--- config.mk ---
export PLATFORM = sky130hd
export DESIGN_NAME = session_token_table_core
export DESIGN_NICKNAME = d
export VERILOG_FILES = /design/src/rtl/core/stt_pkg.sv /design/src/rtl/core/stt_cell.sv /design/src/rtl/core/stt_ctrl.sv /design/src/rtl/core/session_token_table_core.sv
export SDC_FILE = /design/constraint.sdc
export NUM_CORES = 2
export LEC_CHECK = 0
export BUFFER_PORTS_ARGS = -buffer_cell sky130_fd_sc_hd__clkbuf_2
export CAP_MARGIN = 25
export CORE_MARGIN = 8
export CORE_UTILIZATION = 69
export CTS_BUF_LIST = sky130_fd_sc_hd__clkbuf_8
export DETAILED_ROUTE_END_ITERATION = 7
export HOLD_SLACK_MARGIN = 0.05
export PLACE_DENSITY_LB_ADDON = 0.08
export SYNTH_ARGS = -nofsm -noshare
export SYNTH_HDL_FRONTEND = slang
export SYNTH_HIERARCHICAL = 1
export SYNTH_SLANG_ARGS = --single-unit
export TNS_END_PERCENT = 100
--- constraint.sdc ---
create_clock -name clk -period 14.7 [get_ports clk]
set_clock_uncertainty 0.15 [all_clocks]
set_input_delay 2.94 -clock clk [delete_from_list [all_inputs] [get_ports clk]]
set_output_delay 2.94 -clock clk [all_outputs]
set_load 0.02 [all_outputs]
--- src/rtl/core/stt_pkg.sv ---
// Package for the session token table: table size, operation codes, and
// the structs passed between the controller and the slot cells. No dependencies.
`timescale 1ns / 1ps
`default_nettype none

package stt_pkg;

	localparam int SLOT_COUNT = 8;
	localparam int SLOT_W     = (SLOT_COUNT > 1) ? $clog2(SLOT_COUNT) : 1;

	localparam logic [30:0] TTL_RESET   = 31'd1800000;
	localparam logic [31:0] EXPIRY_NONE = 32'hFFFF_FFFF;
	localparam logic [7:0]  OWNER_NONE  = 8'hFF;

	localparam logic [1:0] OP_ISSUE  = 2'd0;
	localparam logic [1:0] OP_CHECK  = 2'd1;
	localparam logic [1:0] OP_REVOKE = 2'd2;

	typedef enum logic [1:0] {
		WR_ISSUE  = 2'd0,
		WR_RENEW  = 2'd1,
		WR_REVOKE = 2'd2
	} wr_kind_t;

	// Item fields broadcast to every cell, plus the expire strobe
	typedef struct packed {
		logic        expire;
		logic [31:0] now_ticks;
		logic [63:0] token_low;
		logic [23:0] token_high;
	} bcast_t;

	// Write command broadcast to every cell; the addressed cell applies it
	typedef struct packed {
		logic              en;
		logic [SLOT_W-1:0] idx;
		wr_kind_t          kind;
		logic [63:0]       token_low;
		logic [23:0]       token_high;
		logic [7:0]        owner;
		logic [31:0]       expiry;
	} wr_cmd_t;

	// Search record handed from cell to cell along the chain
	typedef struct packed {
		logic              vld;
		logic              free_hit;
		logic [SLOT_W-1:0] free_idx;
		logic              match_hit;
		logic [SLOT_W-1:0] match_idx;
		logic [7:0]        match_owner;
		logic [31:0]       min_exp;
		logic [SLOT_W-1:0] min_idx;
	} carry_t;

endpackage

`default_nettype wire

--- src/rtl/core/stt_cell.sv ---
// One slot of the session token table: slot state, expiry check, and one
// stage of the search chain. Depends on stt_pkg.
`timescale 1ns / 1ps
`default_nettype none

module stt_cell (
	input  wire logic                      clk,
	input  wire logic                      arst_n,
	input  wire logic [stt_pkg::SLOT_W-1:0] idx,
	input  wire stt_pkg::bcast_t           bcast,
	input  wire stt_pkg::wr_cmd_t          wr,
	input  wire stt_pkg::carry_t           carry_in,
	output stt_pkg::carry_t                carry_out
);

	logic        active_q;
	logic [63:0] token_low_q;
	logic [23:0] token_high_q;
	logic [7:0]  owner_q;
	logic [31:0] expiry_q;
	logic [31:0] diff;
	logic        tok_eq;
	logic        wr_hit;
	stt_pkg::carry_t carry_nxt;
	stt_pkg::carry_t carry_q;

	assign diff   = bcast.now_ticks - expiry_q;
	assign tok_eq = (token_low_q == bcast.token_low) && (token_high_q == bcast.token_high);
	assign wr_hit = wr.en && (wr.idx == idx);

	// Expire on strobe, otherwise apply an addressed write
	always_ff @(posedge clk or negedge arst_n) begin
		if (!arst_n) begin
			active_q <= 1'b0;
		end else if (bcast.expire) begin
			if (active_q && !diff[31])
				active_q <= 1'b0;
		end else if (wr_hit) begin
			case (wr.kind)
				stt_pkg::WR_ISSUE:  active_q <= 1'b1;
				stt_pkg::WR_REVOKE: active_q <= 1'b0;
				default:            active_q <= active_q;
			endcase
		end
	end

	// Slot payload, written by issue; renew updates the expiry only
	always_ff @(posedge clk) begin
		if (wr_hit && (wr.kind == stt_pkg::WR_ISSUE)) begin
			token_low_q  <= wr.token_low;
			token_high_q <= wr.token_high;
			owner_q      <= wr.owner;
			expiry_q     <= wr.expiry;
		end else if (wr_hit && (wr.kind == stt_pkg::WR_RENEW)) begin
			expiry_q <= wr.expiry;
		end
	end

	// Fold this slot into the search record
	always_comb begin
		carry_nxt = carry_in;
		if (!active_q && !carry_in.free_hit) begin
			carry_nxt.free_hit = 1'b1;
			carry_nxt.free_idx = idx;
		end
		if (active_q && tok_eq && !carry_in.match_hit) begin
			carry_nxt.match_hit   = 1'b1;
			carry_nxt.match_idx   = idx;
			carry_nxt.match_owner = owner_q;
		end
		if (active_q && (expiry_q < carry_in.min_exp)) begin
			carry_nxt.min_exp = expiry_q;
			carry_nxt.min_idx = idx;
		end
	end

	// Hand the record to the next cell
	always_ff @(posedge clk or negedge arst_n) begin
		if (!arst_n)
			carry_q <= '0;
		else
			carry_q <= carry_nxt;
	end

	assign carry_out = carry_q;

endmodule

`default_nettype wire

--- src/rtl/core/stt_ctrl.sv ---
// Sequencer for the session token table: input capture, lifetime register,
// expire/scan/commit steps and the result register. Depends on stt_pkg.
`timescale 1ns / 1ps
`default_nettype none

module stt_ctrl (
	input  wire logic         clk,
	input  wire logic         arst_n,
	input  wire logic         s_axis_tvalid,
	output logic              s_axis_tready,
	input  wire logic [135:0] s_axis_tdata,
	output logic              m_axis_tvalid,
	input  wire logic         m_axis_tready,
	output logic [15:0]       m_axis_tdata,
	input  wire logic         cfg_we,
	input  wire logic [30:0]  cfg_wdata,
	output stt_pkg::bcast_t   bcast,
	output stt_pkg::wr_cmd_t  wr,
	output stt_pkg::carry_t   chain_head,
	input  wire stt_pkg::carry_t chain_tail
);

	typedef enum logic [3:0] {
		ST_IDLE   = 4'b0001,
		ST_EXPIRE = 4'b0010,
		ST_SCAN   = 4'b0100,
		ST_COMMIT = 4'b1000
	} state_t;

	state_t          state_q;
	logic [30:0]     ttl_q;
	logic [1:0]      op_q;
	logic [31:0]     now_q;
	logic [63:0]     tlo_q;
	logic [23:0]     thi_q;
	logic [7:0]      uid_q;
	logic            inject_q;
	stt_pkg::carry_t res_q;
	logic            out_vld_q;
	logic [15:0]     out_data_q;

	logic            uid_bad;
	logic            do_expire;
	logic            out_free;
	logic [31:0]     new_expiry;
	logic [2:0]      slot_ext;
	logic            r_found;
	logic [7:0]      r_owner;
	logic            r_evicted;
	logic [stt_pkg::SLOT_W-1:0] r_idx;

	assign uid_bad    = uid_q[7] && (uid_q != stt_pkg::OWNER_NONE);
	assign do_expire  = ((op_q == stt_pkg::OP_ISSUE) && !uid_bad) || (op_q == stt_pkg::OP_CHECK);
	assign out_free   = !out_vld_q || m_axis_tready;
	assign new_expiry = now_q + {1'b0, ttl_q};

	assign s_axis_tready = (state_q == ST_IDLE);
	assign m_axis_tvalid = out_vld_q;
	assign m_axis_tdata  = out_data_q;

	// Broadcast the held item
	assign bcast.expire     = (state_q == ST_EXPIRE) && do_expire;
	assign bcast.now_ticks  = now_q;
	assign bcast.token_low  = tlo_q;
	assign bcast.token_high = thi_q;

	// Start record for the chain
	always_comb begin
		chain_head             = '0;
		chain_head.vld         = inject_q;
		chain_head.min_exp     = stt_pkg::EXPIRY_NONE;
		chain_head.match_owner = stt_pkg::OWNER_NONE;
	end

	// Decide the result and the slot write from the finished search
	always_comb begin
		r_found   = 1'b0;
		r_owner   = stt_pkg::OWNER_NONE;
		r_idx     = '0;
		r_evicted = 1'b0;
		wr            = '0;
		wr.kind       = stt_pkg::WR_ISSUE;
		wr.token_low  = tlo_q;
		wr.token_high = thi_q;
		wr.owner      = uid_q;
		wr.expiry     = new_expiry;
		unique case (op_q)
			stt_pkg::OP_ISSUE: begin
				if (!uid_bad) begin
					r_found   = 1'b1;
					r_owner   = uid_q;
					r_idx     = res_q.free_hit ? res_q.free_idx : res_q.min_idx;
					r_evicted = !res_q.free_hit;
					wr.en     = 1'b1;
					wr.kind   = stt_pkg::WR_ISSUE;
				end
			end
			stt_pkg::OP_CHECK: begin
				if (res_q.match_hit) begin
					r_found = 1'b1;
					r_owner = res_q.match_owner;
					r_idx   = res_q.match_idx;
					wr.en   = 1'b1;
					wr.kind = stt_pkg::WR_RENEW;
				end
			end
			stt_pkg::OP_REVOKE: begin
				if (res_q.match_hit) begin
					r_found = 1'b1;
					r_owner = res_q.match_owner;
					r_idx   = res_q.match_idx;
					wr.en   = 1'b1;
					wr.kind = stt_pkg::WR_REVOKE;
				end
			end
			default: begin
				r_found = 1'b0;
			end
		endcase
		wr.idx = r_idx;
		wr.en  = wr.en && (state_q == ST_COMMIT) && out_free;
	end

	// Low three bits of the slot number go to the result
	assign slot_ext = 3'(r_idx);

	// Lifetime register
	always_ff @(posedge clk or negedge arst_n) begin
		if (!arst_n)
			ttl_q <= stt_pkg::TTL_RESET;
		else if (cfg_we)
			ttl_q <= cfg_wdata;
	end

	// Capture the item on acceptance
	always_ff @(posedge clk) begin
		if (s_axis_tvalid && s_axis_tready) begin
			op_q  <= s_axis_tdata[1:0];
			now_q <= s_axis_tdata[33:2];
			tlo_q <= s_axis_tdata[97:34];
			thi_q <= s_axis_tdata[121:98];
			uid_q <= s_axis_tdata[129:122];
		end
	end

	// Hold the search record once it leaves the last cell
	always_ff @(posedge clk) begin
		if ((state_q == ST_SCAN) && chain_tail.vld)
			res_q <= chain_tail;
	end

	// Sequence: expire, scan the chain, commit
	always_ff @(posedge clk or negedge arst_n) begin
		if (!arst_n) begin
			state_q  <= ST_IDLE;
			inject_q <= 1'b0;
		end else begin
			inject_q <= 1'b0;
			unique case (state_q)
				ST_IDLE: begin
					if (s_axis_tvalid)
						state_q <= ST_EXPIRE;
				end
				ST_EXPIRE: begin
					inject_q <= 1'b1;
					state_q  <= ST_SCAN;
				end
				ST_SCAN: begin
					if (chain_tail.vld)
						state_q <= ST_COMMIT;
				end
				ST_COMMIT: begin
					if (out_free)
						state_q <= ST_IDLE;
				end
				default: state_q <= ST_IDLE;
			endcase
		end
	end

	// Result register
	always_ff @(posedge clk or negedge arst_n) begin
		if (!arst_n) begin
			out_vld_q <= 1'b0;
		end else if ((state_q == ST_COMMIT) && out_free) begin
			out_vld_q <= 1'b1;
		end else if (m_axis_tready) begin
			out_vld_q <= 1'b0;
		end
	end

	always_ff @(posedge clk) begin
		if ((state_q == ST_COMMIT) && out_free)
			out_data_q <= {3'b000, r_evicted, slot_ext, r_owner, r_found};
	end

endmodule

`default_nettype wire

--- src/rtl/core/session_token_table_core.sv ---
// Top level of the session token table: the sequencer and a chain of slot
// cells. Depends on stt_pkg, stt_cell and stt_ctrl.
//
//   channel  | direction | signals                       | content
//   s_axis   | in        | tvalid tready tdata[135:0]    | op, now_ticks, token_low,
//            |           |                               | token_high, user_id
//   m_axis   | out       | tvalid tready tdata[15:0]     | found, owner_id, slot_index,
//            |           |                               | evicted
//   cfg      | in        | cfg_we cfg_wdata[30:0]        | ttl_ticks
//
// Each transaction runs from acceptance to result through one expire step, the
// pass of the search record through the cell chain (one register per cell),
// its capture at the chain end and one commit step. The next transaction is
// accepted the cycle after the commit, so a new one is not taken until the last
// has committed; a held result only stalls the commit. Reset clears all slots
// to inactive and ttl_ticks to 1800000; no clearing pass is needed.
`timescale 1ns / 1ps
`default_nettype none

module session_token_table_core (
	input  wire logic         clk,
	input  wire logic         arst_n,
	input  wire logic         s_axis_tvalid,
	output logic              s_axis_tready,
	// op[1:0], now_ticks[33:2], token_low[97:34], token_high[121:98],
	// user_id[129:122], zero fill[135:130]
	input  wire logic [135:0] s_axis_tdata,
	output logic              m_axis_tvalid,
	input  wire logic         m_axis_tready,
	// found[0], owner_id[8:1], slot_index[11:9], evicted[12], zero fill[15:13]
	output logic [15:0]       m_axis_tdata,
	input  wire logic         cfg_we,
	input  wire logic [30:0]  cfg_wdata
);

	stt_pkg::bcast_t  bcast;
	stt_pkg::wr_cmd_t wr;
	stt_pkg::carry_t  chain [stt_pkg::SLOT_COUNT+1];

	stt_ctrl u_ctrl (
		.clk          (clk),
		.arst_n       (arst_n),
		.s_axis_tvalid(s_axis_tvalid),
		.s_axis_tready(s_axis_tready),
		.s_axis_tdata (s_axis_tdata),
		.m_axis_tvalid(m_axis_tvalid),
		.m_axis_tready(m_axis_tready),
		.m_axis_tdata (m_axis_tdata),
		.cfg_we       (cfg_we),
		.cfg_wdata    (cfg_wdata),
		.bcast        (bcast),
		.wr           (wr),
		.chain_head   (chain[0]),
		.chain_tail   (chain[stt_pkg::SLOT_COUNT])
	);

	// Row of slot cells, search record flowing from slot 0 upward
	for (genvar g = 0; g < stt_pkg::SLOT_COUNT; g++) begin : g_cell
		stt_cell u_cell (
			.clk      (clk),
			.arst_n   (arst_n),
			.idx      (stt_pkg::SLOT_W'(g)),
			.bcast    (bcast),
			.wr       (wr),
			.carry_in (chain[g]),
			.carry_out(chain[g+1])
		);
	end

endmodule

`default_nettype wire

==> run summary <==
Status - completed
Worst EP required - 15120 ps
Post-synthesis cell area - 76700 sq um
Dpl cells - 7362
DP Wirelength - 122 mm
Clock root cell - clkbuf_8
Total wire length - 169 mm
Post-Place Worst Slack - 8280 ps
DP Area - 79700 sq um
Congestion Overflow GR - 0
Fin area - 84800 sq um
Crit path launch type - input port
Drt wl/cell - 21.5 um
Syn Area/Cell - 13.6 sq um
Starting density of the core - 69.4%
Skew-Pair Late Insertion Delay - 980 ps
Die width - 349 um
R2R cell count - 12
Max_cap viols - 0
Post-route ant nets - 0
H-tree Lvls - 5
DRT Pass-1 Iters - 5
Vias - 45400
IO Port Bufs - 180
Hold Crit Class - register to register
Fin. Hold Viols - 0
R2R Setup Slk - 9920 ps
Vias in the first global route - 47100
Die Y - 349 um
Fmax - 182 MHz
CTS clk-pin slew, worst paths - 60 ps
Max-slew violation count - 0
CP max-delay cell - buf_4
Setup ws final - 9200 ps
Synth warn - 6
Pin count of the biggest net entering global routing - 154
Largest vdd supply drop - 0.101 mV
Area grow syn2layout - 10.5%
Final cell count without fillers - 7833
Cell row count - 122
Max Used Layer - met5
Die footprint - 122000 sq um
Worst stage delay on the critical path - 730 ps
Layout net count - 6856
DR vias/cell - 5.79
Share of cells above drive strength 1 - 14.0%
I/O Pins - 190
Worst Path Max Fanout - 61
Fin crit share - 37.4%
Crit path time final - 5500 ps
Unrepaired setup endpoints after global routing - false
Worst Setup SP - m_axis_tready
WP data arrival - 5930 ps
GPL Wtd Cong - 0.913
Kind of critical path - input port to register
Final setup fails - 0
Worst Tran Pin Value - 1050 ps
WL met1 - 66.6 mm
GRT Util Overall - 27.5%
Initial antenna violation count - 8
Final Total Pwr - 12.7 mW
Post-CTS Setup Repair Bufs - 0
DR DRC count - 0
Leak Pwr - 34.9 nW
Core area - 111000 sq um
WHS - 199 ps
Cell mode on critical path - buf_4
Met2 WL - 82.8 mm
Total clock sinks - 1615
Slew HR - 29.5%
Synthesized instance count - 5626
CP endpoint - g_cell[2].u_cell/token_low_q[0]
R2R Path Start - u_ctrl/uid_q[6]
CTS resizes - 0
Crit-path cells - clkbuf_2, nor2b_1, nor2_1, buf_4, and2_1, nand4_1, or2_2, nor2_4, buf_4, buf_4
Sum of negative setup slack - 0 ps
Pwr dens - 150 nW/um^2
Worst r2r dst - g_cell[7].u_cell/token_low_q[28]
CTS tree - yes
Total CTS buffers - 277
Hold buffers post-CTS - 0
Met3 wire len - 7.88 mm
Worst Setup End Kind - register
Longest Clk Path Bufs - 4
Fillers - 6777
Final core occ - 76.7%
First-pass GRT wire length - 257 mm
Initial DRC count - 3063
==> sequential cells by signal, indices dropped and copies added (netlist names) <==
signal                      cells
g_cell.u_cell/token_high_q    192
u_ctrl/now_q                   32
g_cell.u_cell/expiry_q        256
u_ctrl/tlo_q                   64
u_ctrl/ttl_q                   31
g_cell.u_cell/active_q          8
u_ctrl/thi_q                   24
u_ctrl/uid_q                    8
u_ctrl/state_q                  4
u_ctrl/m_axis_tdata            13
u_ctrl/op_q                     2
g_cell.u_cell/owner_q          64
g_cell.u_cell/token_low_q     512
u_ctrl/res_q                   19
g_cell.u_cell/carry_out       384
u_ctrl/inject_q                 1
u_ctrl/m_axis_tvalid            1
==> worst max-delay path: cells and delay by family <==
| family | cells | cell delay (ps) |
|---|---|---|
| simple gates | 6 | 1360 |
| buf+inv | 4 | 1510 |
==> worst min path at each step <==
stage                                    from                             end  slack [ps]  depth (start not counted)
2_1_floorplan  g_cell[0].u_cell/carry_out[51]  g_cell[1].u_cell/carry_out[51]         180                          0
3_3_place_gp                  u_ctrl/inject_q  g_cell[0].u_cell/carry_out[51]         190                          0
3_5_place_dp   g_cell[6].u_cell/carry_out[51]  g_cell[7].u_cell/carry_out[51]         190                          0
4_1_cts        g_cell[4].u_cell/carry_out[51]  g_cell[5].u_cell/carry_out[51]         200                          0
5_1_grt        g_cell[4].u_cell/carry_out[51]  g_cell[5].u_cell/carry_out[51]         200                          0
6_report       g_cell[4].u_cell/carry_out[51]  g_cell[5].u_cell/carry_out[51]         200                          0
==> report_power, final <==
| part | switching [mW] | total, mW | internal (mW) |
|---|---|---|---|
| Combinational | 1.86 | 3.08 | 1.22 |
| Clock | 1.68 | 3.66 | 1.98 |
| Sequential | 0.359 | 6.00 | 5.64 |
==> cell type report <==
class / instances / area, sq um / share of cell area, %
clock buffer: 310 / 4270 / 5.03
tap: 1488 / 1860 / 2.20
antenna: 5 / 12.5 / 0.0148
multi-input combinational: 3269 / 27100 / 32.0
timing repair buffer: 294 / 1830 / 2.16
clock inverter: 149 / 712 / 0.840
inverter: 703 / 2640 / 3.11
sequential: 1615 / 46400 / 54.7
==> layer usage <==
metal	global-route usage (%)	vias up
met3	4.22	458
met1	33.4	22200
met5	0	-
met2	46.0	1339
li1	-	21400
met4	17.8	2
==> layout by cell type (no fill, tap or decap), types with 37 or more instances in the layout <==
cell and instances:
nor4_1 101, mux2_4 71, nor2_1 82, nand4_1 170, clkbuf_2 179, a211oi_1 37
conb_1 150, a21oi_1 131, nand2b_1 117, buf_4 107, dfrtp_1 417, clkbuf_8 310
o22ai_1 62, inv_1 789, ha_1 523, o21ai_1 52, mux2i_1 216, nand3_1 41
mux2_1 41, clkinv_1 38, nor3_1 72, xor2_1 147, o21ai_0 108, mux2_2 70
a21o_1 44, nand2_1 122, edfxtp_1 1186, xnor2_1 354, nor2b_1 103
No activity file was read; power rests on OpenSTA's default activity.
